File: src/design/wca_pkg.sv
// Shared types, constants and register codes for the wind change alarm.
package wca_pkg;

    // Field and bus widths
    localparam int TIME_W   = 32;
    localparam int SPEED_W  = 16;
    localparam int DIR_W    = 16;
    localparam int DDELTA_W = 15;
    localparam int ADDR_W   = 5;
    localparam int DATA_W   = 32;

    // Bearing arithmetic in hundredths of a degree
    localparam logic [DIR_W-1:0] FULL_TURN = 16'd36000;
    localparam logic [DIR_W-1:0] HALF_TURN = 16'd18000;

    // Register reset values
    localparam logic [15:0] CHECK_INTERVAL_RST  = 16'd10;
    localparam logic [15:0] NOTIFY_INTERVAL_RST = 16'd300;
    localparam logic [15:0] SPEED_LIMIT_RST     = 16'd658;
    localparam logic [15:0] STRONG_LIMIT_RST    = 16'd1317;
    localparam logic [14:0] DIR_LIMIT_RST       = 15'd4500;

    // Register indexes, taken from paddr[4:2]
    typedef enum logic [2:0] {
        REG_CHECK_INTERVAL  = 3'd0,
        REG_NOTIFY_INTERVAL = 3'd1,
        REG_SPEED_LIMIT     = 3'd2,
        REG_STRONG_LIMIT    = 3'd3,
        REG_DIR_LIMIT       = 3'd4
    } wca_reg_t;

    // Configuration as seen by the datapath
    typedef struct packed {
        logic [15:0] check_interval;
        logic [15:0] notify_interval;
        logic [15:0] speed_change_limit;
        logic [15:0] strong_wind_limit;
        logic [14:0] direction_change_limit;
    } wca_cfg_t;

endpackage

File: src/design/wca_if.sv
// Handshake interfaces for the sample channel and the result channel.
interface wca_sample_if;
    import wca_pkg::*;

    logic                valid;
    logic                ready;
    logic [TIME_W-1:0]   sample_time;
    logic                airborne;
    logic [SPEED_W-1:0]  wind_speed;
    logic [DIR_W-1:0]    wind_direction;

    modport source (output valid, sample_time, airborne, wind_speed, wind_direction,
                    input ready);
    modport sink   (input valid, sample_time, airborne, wind_speed, wind_direction,
                    output ready);
endinterface

interface wca_result_if;
    import wca_pkg::*;

    logic                valid;
    logic                ready;
    logic                alarm;
    logic                checked;
    logic                restarted;
    logic [SPEED_W-1:0]  speed_delta;
    logic [DDELTA_W-1:0] direction_delta;

    modport source (output valid, alarm, checked, restarted, speed_delta, direction_delta,
                    input ready);
    modport sink   (input valid, alarm, checked, restarted, speed_delta, direction_delta,
                    output ready);
endinterface

File: src/design/wca_regs.sv
// APB-style configuration register file for the wind change alarm.
module wca_regs (
    input  logic                     clk,
    input  logic                     rst_n,
    input  logic                     psel,
    input  logic                     penable,
    input  logic                     pwrite,
    input  logic [wca_pkg::ADDR_W-1:0] paddr,
    input  logic [wca_pkg::DATA_W-1:0] pwdata,
    output logic [wca_pkg::DATA_W-1:0] prdata,
    output logic                     pready,
    output wca_pkg::wca_cfg_t        cfg
);
    import wca_pkg::*;

    wca_cfg_t cfg_reg;
    wca_reg_t sel;
    logic     wr_en;

    assign sel    = wca_reg_t'(paddr[ADDR_W-1:2]);
    assign wr_en  = psel && penable && pwrite;
    assign pready = 1'b1;
    assign cfg    = cfg_reg;

    // Register writes complete in the access cycle; unknown indexes are dropped.
    always_ff @(posedge clk or negedge rst_n)
    begin
        if (!rst_n)
        begin
            cfg_reg.check_interval         <= CHECK_INTERVAL_RST;
            cfg_reg.notify_interval        <= NOTIFY_INTERVAL_RST;
            cfg_reg.speed_change_limit     <= SPEED_LIMIT_RST;
            cfg_reg.strong_wind_limit      <= STRONG_LIMIT_RST;
            cfg_reg.direction_change_limit <= DIR_LIMIT_RST;
        end
        else if (wr_en)
        begin
            case (sel)
                REG_CHECK_INTERVAL:  cfg_reg.check_interval         <= pwdata[15:0];
                REG_NOTIFY_INTERVAL: cfg_reg.notify_interval        <= pwdata[15:0];
                REG_SPEED_LIMIT:     cfg_reg.speed_change_limit     <= pwdata[15:0];
                REG_STRONG_LIMIT:    cfg_reg.strong_wind_limit      <= pwdata[15:0];
                REG_DIR_LIMIT:       cfg_reg.direction_change_limit <= pwdata[14:0];
                default: ;
            endcase
        end
    end

    // Read-back multiplexer.
    always_comb
    begin
        case (sel)
            REG_CHECK_INTERVAL:  prdata = {16'd0, cfg_reg.check_interval};
            REG_NOTIFY_INTERVAL: prdata = {16'd0, cfg_reg.notify_interval};
            REG_SPEED_LIMIT:     prdata = {16'd0, cfg_reg.speed_change_limit};
            REG_STRONG_LIMIT:    prdata = {16'd0, cfg_reg.strong_wind_limit};
            REG_DIR_LIMIT:       prdata = {17'd0, cfg_reg.direction_change_limit};
            default:             prdata = '0;
        endcase
    end
endmodule

File: src/design/wind_change_alarm_top.sv
// Top level of the wind change alarm: sample register, check logic, result register.
//
//   channel   direction  payload
//   samples   in         sample_time, airborne, wind_speed, wind_direction
//   results   out        alarm, checked, restarted, speed_delta, direction_delta
//   apb       in/out     five configuration registers at byte addresses 0..16
//
// One word per clock cycle is sustained unless the result side stalls; a word goes
// through the sample register, then the result register. Its check and state update
// happen in the same cycle, so the next word always sees the updated state.
// rst_n clears the state, the valid flags and the registers to their reset values.
// A stall on the result side holds the result register, then the sample register.
module wind_change_alarm_top (
    input  logic                       clk,
    input  logic                       rst_n,
    wca_sample_if.sink                 samples,
    wca_result_if.source               results,
    input  logic                       psel,
    input  logic                       penable,
    input  logic                       pwrite,
    input  logic [wca_pkg::ADDR_W-1:0] paddr,
    input  logic [wca_pkg::DATA_W-1:0] pwdata,
    output logic [wca_pkg::DATA_W-1:0] prdata,
    output logic                       pready
);
    import wca_pkg::*;

    wca_cfg_t cfg;

    wca_regs u_regs (
        .clk     (clk),
        .rst_n   (rst_n),
        .psel    (psel),
        .penable (penable),
        .pwrite  (pwrite),
        .paddr   (paddr),
        .pwdata  (pwdata),
        .prdata  (prdata),
        .pready  (pready),
        .cfg     (cfg)
    );

    // Sample register
    logic                in_valid_reg;
    logic [TIME_W-1:0]   time_reg;
    logic                airborne_reg;
    logic [SPEED_W-1:0]  speed_reg;
    logic [DIR_W-1:0]    dir_reg;

    // Block state
    logic                check_valid_reg;
    logic [TIME_W-1:0]   last_check_reg;
    logic                notify_valid_reg;
    logic [TIME_W-1:0]   last_notify_reg;
    logic [SPEED_W-1:0]  ref_speed_reg;
    logic [DIR_W-1:0]    ref_dir_reg;

    // Result register
    logic                out_valid_reg;
    logic                alarm_reg;
    logic                checked_reg;
    logic                restarted_reg;
    logic [SPEED_W-1:0]  sdelta_reg;
    logic [DDELTA_W-1:0] ddelta_reg;

    logic advance;
    assign advance       = in_valid_reg && (!out_valid_reg || results.ready);
    assign samples.ready = !in_valid_reg || advance;

    // Check decision: restart, interval elapsed, alarm hold-off.
    logic                active;
    logic                restart;
    logic                run;
    logic                notify_ok;
    logic                change;
    logic                fire;
    logic [TIME_W:0]     check_due;
    logic [TIME_W:0]     notify_due;

    assign check_due  = {1'b0, last_check_reg} + {17'd0, cfg.check_interval};
    assign notify_due = {1'b0, last_notify_reg} + {17'd0, cfg.notify_interval};
    assign active     = airborne_reg && (time_reg != '0);
    assign restart    = active && (!check_valid_reg || time_reg < last_check_reg);
    assign run        = restart || (active && ({1'b0, time_reg} >= check_due));
    assign notify_ok  = !notify_valid_reg || (time_reg < last_notify_reg) ||
                        ({1'b0, time_reg} >= notify_due);

    // Speed delta against the reference.
    logic [SPEED_W-1:0] sdelta;
    assign sdelta = (speed_reg >= ref_speed_reg) ? speed_reg - ref_speed_reg
                                                 : ref_speed_reg - speed_reg;

    // Bearing delta: reduce both bearings into one turn, subtract modulo a turn,
    // then fold into the half turn.
    logic [DIR_W-1:0] dir_mod;
    logic [DIR_W-1:0] ref_mod;
    logic [DIR_W:0]   dir_diff;
    logic [DIR_W:0]   dir_wrap;
    logic [DIR_W-1:0] dir_fold;
    logic [DDELTA_W-1:0] ddelta;

    assign dir_mod  = (dir_reg >= FULL_TURN) ? dir_reg - FULL_TURN : dir_reg;
    assign ref_mod  = (ref_dir_reg >= FULL_TURN) ? ref_dir_reg - FULL_TURN : ref_dir_reg;
    assign dir_diff = {1'b0, dir_mod} - {1'b0, ref_mod};
    assign dir_wrap = dir_diff[DIR_W] ? dir_diff + {1'b0, FULL_TURN} : dir_diff;
    assign dir_fold = (dir_wrap[DIR_W-1:0] > HALF_TURN) ? FULL_TURN - dir_wrap[DIR_W-1:0]
                                                        : dir_wrap[DIR_W-1:0];
    assign ddelta   = dir_fold[DDELTA_W-1:0];

    assign change = (sdelta > cfg.speed_change_limit) ||
                    ((speed_reg > cfg.strong_wind_limit) &&
                     (ddelta > cfg.direction_change_limit));
    assign fire   = run && change && !restart && notify_ok;

    // Sample register load.
    always_ff @(posedge clk or negedge rst_n)
    begin
        if (!rst_n)
        begin
            in_valid_reg <= 1'b0;
        end
        else if (samples.ready)
        begin
            in_valid_reg <= samples.valid;
        end
    end

    always_ff @(posedge clk)
    begin
        if (samples.valid && samples.ready)
        begin
            time_reg     <= samples.sample_time;
            airborne_reg <= samples.airborne;
            speed_reg    <= samples.wind_speed;
            dir_reg      <= samples.wind_direction;
        end
    end

    // State update as a word moves to the result register.
    always_ff @(posedge clk or negedge rst_n)
    begin
        if (!rst_n)
        begin
            check_valid_reg  <= 1'b0;
            last_check_reg   <= '0;
            notify_valid_reg <= 1'b0;
            last_notify_reg  <= '0;
            ref_speed_reg    <= '0;
            ref_dir_reg      <= '0;
        end
        else if (advance && run)
        begin
            check_valid_reg <= 1'b1;
            last_check_reg  <= time_reg;
            if (restart)
            begin
                notify_valid_reg <= 1'b0;
            end
            else if (fire)
            begin
                notify_valid_reg <= 1'b1;
                last_notify_reg  <= time_reg;
            end
            if (restart || fire)
            begin
                ref_speed_reg <= speed_reg;
                ref_dir_reg   <= dir_reg;
            end
        end
    end

    // Result register; all fields read zero when no check ran.
    always_ff @(posedge clk or negedge rst_n)
    begin
        if (!rst_n)
        begin
            out_valid_reg <= 1'b0;
        end
        else if (advance)
        begin
            out_valid_reg <= 1'b1;
        end
        else if (results.ready)
        begin
            out_valid_reg <= 1'b0;
        end
    end

    always_ff @(posedge clk)
    begin
        if (advance)
        begin
            alarm_reg     <= fire;
            checked_reg   <= run;
            restarted_reg <= restart;
            sdelta_reg    <= run ? sdelta : '0;
            ddelta_reg    <= run ? ddelta : '0;
        end
    end

    assign results.valid           = out_valid_reg;
    assign results.alarm           = alarm_reg;
    assign results.checked         = checked_reg;
    assign results.restarted       = restarted_reg;
    assign results.speed_delta     = sdelta_reg;
    assign results.direction_delta = ddelta_reg;
endmodule

File: src/flat_wrapper.sv
// flat-port wrapper written by rule: the top's interface ports become plain ports
module wind_change_alarm_top_flat import wca_pkg::*;
  (clk, rst_n, psel, penable, pwrite, paddr, pwdata, prdata, pready, samples_valid, samples_sample_time, samples_airborne, samples_wind_speed, samples_wind_direction, samples_ready, results_valid, results_alarm, results_checked, results_restarted, results_speed_delta, results_direction_delta, results_ready);
  wca_sample_if samples_i ();
  wca_result_if results_i ();
  input  logic clk;
  input  logic rst_n;
  input  logic psel;
  input  logic penable;
  input  logic pwrite;
  input  logic [wca_pkg::ADDR_W-1:0] paddr;
  input  logic [wca_pkg::DATA_W-1:0] pwdata;
  output logic [wca_pkg::DATA_W-1:0] prdata;
  output logic pready;
  input wire logic [$bits(samples_i.valid)-1:0] samples_valid;
  input wire logic [$bits(samples_i.sample_time)-1:0] samples_sample_time;
  input wire logic [$bits(samples_i.airborne)-1:0] samples_airborne;
  input wire logic [$bits(samples_i.wind_speed)-1:0] samples_wind_speed;
  input wire logic [$bits(samples_i.wind_direction)-1:0] samples_wind_direction;
  output wire logic [$bits(samples_i.ready)-1:0] samples_ready;
  output wire logic [$bits(results_i.valid)-1:0] results_valid;
  output wire logic [$bits(results_i.alarm)-1:0] results_alarm;
  output wire logic [$bits(results_i.checked)-1:0] results_checked;
  output wire logic [$bits(results_i.restarted)-1:0] results_restarted;
  output wire logic [$bits(results_i.speed_delta)-1:0] results_speed_delta;
  output wire logic [$bits(results_i.direction_delta)-1:0] results_direction_delta;
  input wire logic [$bits(results_i.ready)-1:0] results_ready;
  assign samples_i.valid = samples_valid;
  assign samples_i.sample_time = samples_sample_time;
  assign samples_i.airborne = samples_airborne;
  assign samples_i.wind_speed = samples_wind_speed;
  assign samples_i.wind_direction = samples_wind_direction;
  assign samples_ready = samples_i.ready;
  assign results_valid = results_i.valid;
  assign results_alarm = results_i.alarm;
  assign results_checked = results_i.checked;
  assign results_restarted = results_i.restarted;
  assign results_speed_delta = results_i.speed_delta;
  assign results_direction_delta = results_i.direction_delta;
  assign results_i.ready = results_ready;
  wind_change_alarm_top u_core (.clk(clk), .rst_n(rst_n), .samples(samples_i), .results(results_i), .psel(psel), .penable(penable), .pwrite(pwrite), .paddr(paddr), .pwdata(pwdata), .prdata(prdata), .pready(pready));
endmodule
File: config.mk
export PLATFORM = sky130hd
export DESIGN_NAME = wind_change_alarm_top_flat
export DESIGN_NICKNAME = d
export VERILOG_FILES = /design/src/design/wca_pkg.sv /design/src/design/wca_if.sv /design/src/design/wca_regs.sv /design/src/design/wind_change_alarm_top.sv /design/src/flat_wrapper.sv
export SDC_FILE = /design/constraint.sdc
export NUM_CORES = 1
export LEC_CHECK = 0
export BUFFER_PORTS_ARGS = -buffer_cell sky130_fd_sc_hd__buf_2
export CORE_UTILIZATION = 36
export DETAILED_ROUTE_END_ITERATION = 6
export PLACE_DENSITY = 0.54
export REMOVE_ABC_BUFFERS = 1
export SLEW_MARGIN = 30
export SYNTH_ARGS = -nofsm -noshare
export SYNTH_HDL_FRONTEND = slang
export SYNTH_SLANG_ARGS = --single-unit
File: constraint.sdc
create_clock -name clk -period 14.3 [get_ports clk]
set_input_delay 2.145 -clock clk [delete_from_list [all_inputs] [get_ports clk]]
set_output_delay 2.145 -clock clk [all_outputs]
set_load 0.05 [all_outputs]
### Yosys cells after proc, flatten, opt, wreduce, memory -nomap -nowiden

Cells that the tools add are included.

| storage, ports and cells | value |
|---|---|
| bits in registers | 278 |
| logic and storage cells | 94 |

| cells by class | value |
|---|---|
| add/sub/neg operators | 9 |
| order comparisons | 11 |
| equality and inequality tests | 4 |
| muxes and demuxes | 10 |
| bitwise gates (word level) | 1 |
| reduce and logical (&&, ||, !) cells | 37 |

Operators with widths:

| operator | count |
|---|---|
| 16-bit one-hot mux with 5 select lines | 1 |
| 32-bit by 16-bit adder with 33-bit output | 2 |
| 32-bit by 33-bit greater-or-equal comparator with 1-bit output | 2 |
| 32-bit < comparator | 2 |
| 16-bit two-way mux | 4 |
| 16-bit greater-or-equal comparator (second input constant) | 2 |
| 16-bit greater-than comparator | 2 |
| 32-bit nonzero test | 1 |
| 16-bit subtractor | 2 |
| 16-bit subtractor (second input constant) | 2 |
| 16-bit by 16-bit subtractor with 17-bit output | 1 |
| 16-bit adder (second input constant) | 1 |
| 16-bit greater-or-equal comparator | 1 |
| 16-bit by 15-bit greater-than comparator with 1-bit output (second input constant) | 1 |
| 15-bit greater-than comparator | 1 |
| 15-bit two-way mux | 1 |
| 12-bit by 15-bit subtractor with 15-bit output (first input constant) | 1 |
| 2-bit AND reduction | 7 |
| 1-bit logical AND | 12 |
| 1-bit logical OR | 8 |
| 3-bit by 2-bit equality test with 1-bit output (second input constant) | 2 |
| 1-bit logical NOT | 5 |
| 1-bit two-way mux | 4 |
| 2-bit nonzero test | 2 |
| 5 further kinds | 5 |

### Depth between registers and ports, before layout

| logic depth | value |
|---|---|
| depth in word-level cells | 15 |
| depth in mapped cells | 35 |

### By module

Synthesis repeated with hierarchy kept, for this count alone.

| unflattened totals | value |
|---|---|
| cells, all modules | 1991 |
| area, all modules | 20689.8 um^2 |

Modules (own cells, without submodules):

| module | times used | cells each | area each (um^2) |
|---|---|---|---|
| wind_change_alarm_top | 1 | 1721 | 16878.7 |
| wca_regs | 1 | 270 | 3811.2 |

### Worst setup path after synthesis

Ideal clock, no wire load.

| timing path | value |
|---|---|
| kind | reg2reg |
| start | register u_core.ref_dir_reg[6] |
| end | register u_core.ref_dir_reg[14] |
| data arrival time | 7469 ps |
| data required time | 14175 ps |
| path slack | 6706 ps |
| stages on the path, launching flop included | 34 |
| cells stage by stage | dfrtp_1 -> o21ai_0 -> a21oi_1 -> o41ai_1 -> xnor2_1 -> ha_1 -> or3_1 -> nand2_1 -> inv_1 -> ha_1 -> or4_1 -> and2_1 -> buf_4 -> a31oi_1 -> nor3_1 -> or3_1 -> and4_1 -> buf_4 -> or3_1 -> nand2_1 -> ha_1 -> nor2b_1 -> o21a_1 -> o21a_1 -> o21a_1 -> o21ai_0 -> o2bb2ai_1 -> o221ai_1 -> a32oi_1 -> nor4bb_1 -> nand2b_1 -> clkbuf_1 -> buf_2 -> mux2_2 |

| on the way | value |
|---|---|
| cells in the longest elaborated chain, start to end | 15 |

RTL lines:

| item | line | text |
|---|---|---|
| start, declared | wind_change_alarm_top.sv:56 | `logic [DIR_W-1:0] ref_dir_reg;` |
| start signal, assigned | wind_change_alarm_top.sv:167 | `ref_dir_reg <= dir_reg;` |
| 16-bit subtractor / 16-bit greater-or-equal comparator (equally long branches) | wind_change_alarm_top.sv:103 | `assign ref_mod = (ref_dir_reg >= FULL_TURN) ? ref_dir_reg - FULL_TURN : ref_dir_reg;` |
| 16-bit two-way mux * | wind_change_alarm_top.sv:103 |  |
| 16-bit by 16-bit subtractor with 17-bit output * | wind_change_alarm_top.sv:104 | `assign dir_diff = {1'b0, dir_mod} - {1'b0, ref_mod};` |
| 16-bit adder | wind_change_alarm_top.sv:105 | `assign dir_wrap = dir_diff[DIR_W] ? dir_diff + {1'b0, FULL_TURN} : dir_diff;` |
| 16-bit two-way mux * | wind_change_alarm_top.sv:105 |  |
| 16-bit by 15-bit greater-than comparator with 1-bit output / 12-bit by 15-bit subtractor with 15-bit output (equally long branches) | wind_change_alarm_top.sv:106 | `assign dir_fold = (dir_wrap[DIR_W-1:0] > HALF_TURN) ? FULL_TURN - dir_wrap[DIR_W-1:0]` |
| 15-bit two-way mux * | wind_change_alarm_top.sv:106 |  |
| via u_core.dir_fold[1] | wind_change_alarm_top.sv:99 | `logic [DIR_W-1:0] dir_fold;` |
| 15-bit greater-than comparator * | wind_change_alarm_top.sv:112 | `(ddelta > cfg.direction_change_limit));` |
| 1-bit logical AND * | wind_change_alarm_top.sv:111 | `((speed_reg > cfg.strong_wind_limit) &&` |
| 1-bit logical OR * | wind_change_alarm_top.sv:110 | `assign change = (sdelta > cfg.speed_change_limit) \|\|` |
| 1-bit logical AND * (3 in series) | wind_change_alarm_top.sv:113 | `assign fire = run && change && !restart && notify_ok;` |
| 1-bit logical OR * | wind_change_alarm_top.sv:164 | `if (restart \|\| fire)` |
| 2-bit AND reduction (no line) * | - |  |

Mark *: on every way through the listed nets, which the timed path passes. The rest lies on a longest branch.
A chain may end at the register's enable or synchronous reset.

### Final worst setup path

| timing path | value |
|---|---|
| start | register u_core.dir_reg[5] |
| end | register u_core.ref_dir_reg[11] |

| on the way | value |
|---|---|
| cells in the longest elaborated chain, start to end | 15 |

RTL lines:

| item | line | text |
|---|---|---|
| start, declared | wind_change_alarm_top.sv:48 | `logic [DIR_W-1:0] dir_reg;` |
| start signal, assigned | wind_change_alarm_top.sv:135 | `dir_reg <= samples.wind_direction;` |
| 16-bit subtractor / 16-bit greater-or-equal comparator (equally long branches) | wind_change_alarm_top.sv:102 | `assign dir_mod = (dir_reg >= FULL_TURN) ? dir_reg - FULL_TURN : dir_reg;` |
| 16-bit two-way mux * | wind_change_alarm_top.sv:102 |  |
| 16-bit by 16-bit subtractor with 17-bit output * | wind_change_alarm_top.sv:104 |  |
| 16-bit adder | wind_change_alarm_top.sv:105 |  |
| 16-bit two-way mux * | wind_change_alarm_top.sv:105 |  |
| 16-bit by 15-bit greater-than comparator with 1-bit output / 12-bit by 15-bit subtractor with 15-bit output (equally long branches) | wind_change_alarm_top.sv:106 |  |
| 15-bit two-way mux * | wind_change_alarm_top.sv:106 |  |
| via u_core.dir_fold[1] | wind_change_alarm_top.sv:99 |  |
| 15-bit greater-than comparator * | wind_change_alarm_top.sv:112 |  |
| 1-bit logical AND * | wind_change_alarm_top.sv:111 |  |
| 1-bit logical OR * | wind_change_alarm_top.sv:110 |  |
| 1-bit logical AND * (3 in series) | wind_change_alarm_top.sv:113 |  |
| 1-bit logical OR * | wind_change_alarm_top.sv:164 |  |
| 2-bit AND reduction (no line) * | - |  |

Marked as above.

==> impl_metrics.env <==
export IMPL_largest_reg_flops=79
export IMPL_routedWlPerCell_um=18.3
export IMPL_yosys_warnings=0
export IMPL_netlist_cell_type_count=86
export IMPL_cpMaxStageDelayCell="a32oi_1"
export IMPL_drc=0
export IMPL_cts_root_buf="clkbuf_16"
export IMPL_initial_utilization=0.368
export IMPL_grt_use_total=0.193
export IMPL_finalCritPeriodShare=0.614
export IMPL_hpwl_mm=42.3
export IMPL_slowest_delay_ns=0.82
export IMPL_slew_headroom=0.387
export IMPL_cpMostUsedCell="o21a_1"
export IMPL_drt_iter0_drc=902
export IMPL_synth_ff_latch_count=278
export IMPL_clk_latency_ns=0.56
export IMPL_cts_tree="done"
export IMPL_synth_edf_count=99
export IMPL_grt_max_degree=101
export IMPL_cap_violations=0
export IMPL_layout_nets=2600
export IMPL_die_h_um=240
export IMPL_synth_cells=2098
export IMPL_post_synth_top_area_cell="dfrtp_1"
export IMPL_cts_resized_gates=0
export IMPL_via_per_inst=5.31
export IMPL_async_flop_share=0.644
export IMPL_port_buffer_count=142
export IMPL_rows=86
export IMPL_hold_slack_ns=0.503
export IMPL_synth_flop_cell="dfrtp_1"
export IMPL_cts_sinks=278
export IMPL_clk_path_buf_depth=3
export IMPL_gp_congestion=0.868
export IMPL_finalWirelength_mm=55.0
export IMPL_fin_crit_ns=8.78
export IMPL_slew_violations=0
export IMPL_ctsHtreeMaxLevel=2
export IMPL_first_pass_iters=5
export IMPL_dieArea_um2=57600
export IMPL_synthTopCellsByArea="dfrtp_1 (19%), ha_1 (16%), edfxtp_1 (15%)"
export IMPL_synth_most_common_cell="ha_1"
export IMPL_grt_pass1_wl_mm=86.9
export IMPL_via_count=15976
export IMPL_worst_endpoint_arrival_ns=9.19
export IMPL_critPathKind="reg -> reg"
export IMPL_avgSynthCellArea_um2=9.73
export IMPL_post_cts_buffers=0
export IMPL_hold_violations=0
export IMPL_die_x_um=240
export IMPL_start_kind="flop"
export IMPL_cp_end_kind="flop"
export IMPL_ant_nets=0
export IMPL_synth_area_um2=20400
export IMPL_first_global_vias=15882
export IMPL_max_freq_mhz=114
export IMPL_min_path_type="reg -> reg"
export IMPL_cts_buffers=37
export IMPL_setup_viol=0
export IMPL_ys_top_cells_by_count="ha_1 (256), inv_1 (183), dfrtp_1 (159)"
export IMPL_clkTransAtPathRegs_ns=0.05
export IMPL_critPathMaxFanout=32
export IMPL_finClkSkew_ns=0.0316
export IMPL_core_um2=55500
export IMPL_synth_top_area_share=0.195
export IMPL_grt_setup_unrepaired="false"
export IMPL_grt_overflow=0
export IMPL_syn_to_final_growth_pct=13.8
export IMPL_worst_pin_slew_ns=0.920
export IMPL_instances_no_fill=3008
export IMPL_place_inst=2938
export IMPL_drive_above_1_share=0.165
export IMPL_ioPinCount=178
export IMPL_ys_seq_area_frac=0.366
export IMPL_antenna_found_initial=3
export IMPL_hold_buffers=0
export IMPL_critPathRequiredTime_ns=14.71
export IMPL_fin_setup_tns_ns=0
export IMPL_status="completed"
## cells by family after synthesis
logic type,Yosys count,synth area share
compound gates,562,0.180
simple gates,498,0.123
flops,278,0.366
buf+inv,262,0.0532
fa+ha+maj,261,0.162
mux,119,0.0650
xor+xnor,116,0.0505
other cells,2,0.000368
## cell type report
class / count / area (µm²)
Antenna cell: 2 / 5.00
Clock buffer: 46 / 1020
Clock inverter: 21 / 275
Fill cell: 5507 / 32300
Inverter: 183 / 687
Multi-Input combinational cell: 1573 / 12000
Sequential cell: 278 / 7480
Tap cell: 748 / 936
Timing Repair Buffer: 157 / 870
## layout by cell type (no fill, tap or decap), types with 25 or more instances in the layout
cell / count
clkbuf_16: 38
mux2i_1: 29
o21ai_0: 148
a22oi_1: 28
nand4_1: 48
nand2_1: 145
mux2_2: 86
ha_1: 256
nor2_1: 87
buf_2: 141
edfxtp_1: 99
dfrtp_1: 159
nand3_1: 45
xor2_1: 34
and2_1: 28
nor2b_1: 25
a21oi_1: 105
xnor2_1: 80
inv_1: 182
a21o_1: 94
## metrics by stage
stage	area, µm²	utilization	setup WS [ns]
floorplan	20100	-	2.35
global placement	21900	0.394	5.63
detailed placement	21900	0.394	5.51
CTS	23200	0.418	5.45
global route	23200	0.418	4.92
finish	23200	0.418	5.52
## final timing paths
check	start	end	slack, ns	depth (start not counted)
min reg2reg	u_core.ref_dir_reg[4]	u_core.ref_dir_reg[4]	0.50	1
min	u_core.ref_dir_reg[4]	u_core.ref_dir_reg[4]	0.50	1
max	u_core.dir_reg[5]	u_core.ref_dir_reg[11]	5.52	31
min in group asynchronous	rst_n	u_core.last_notify_reg[2]	1.54	1
max in group asynchronous	rst_n	u_core.u_regs.cfg[59]	11.62	2
max reg2reg	u_core.dir_reg[5]	u_core.ref_dir_reg[11]	5.52	31
## worst max-delay path: cells and delay by family, from the launching register on
| kind | cells | cell delay [ns] |
|---|---|---|
| adder cells (fa/ha/maj) | 2 | 0.75 |
| buffers and inverters | 2 | 0.54 |
| AND/OR/NAND/NOR | 9 | 1.83 |
| XOR/XNOR | 2 | 0.65 |
| AO/OA/AOI/OAI | 15 | 4.11 |
| multiplexers | 1 | 0.35 |
| flip-flops | 1 | 0.42 |
## layer usage
layer / track usage / up-vias / wire length, µm / share of wire
li1: - / 7860 / - / -
met1: 0.248 / 7716 / 25000 / 0.45
met2: 0.330 / 316 / 26600 / 0.48
met3: 0.0277 / 82 / 2030 / 0.037
met4: 0.0633 / 2 / 1470 / 0.027
met5: 0 / - / 13 / 0.00024
Power is left out: the tool's default activity adds up to more than one toggle a clock period on the data nets, which glitch-free logic cannot reach.
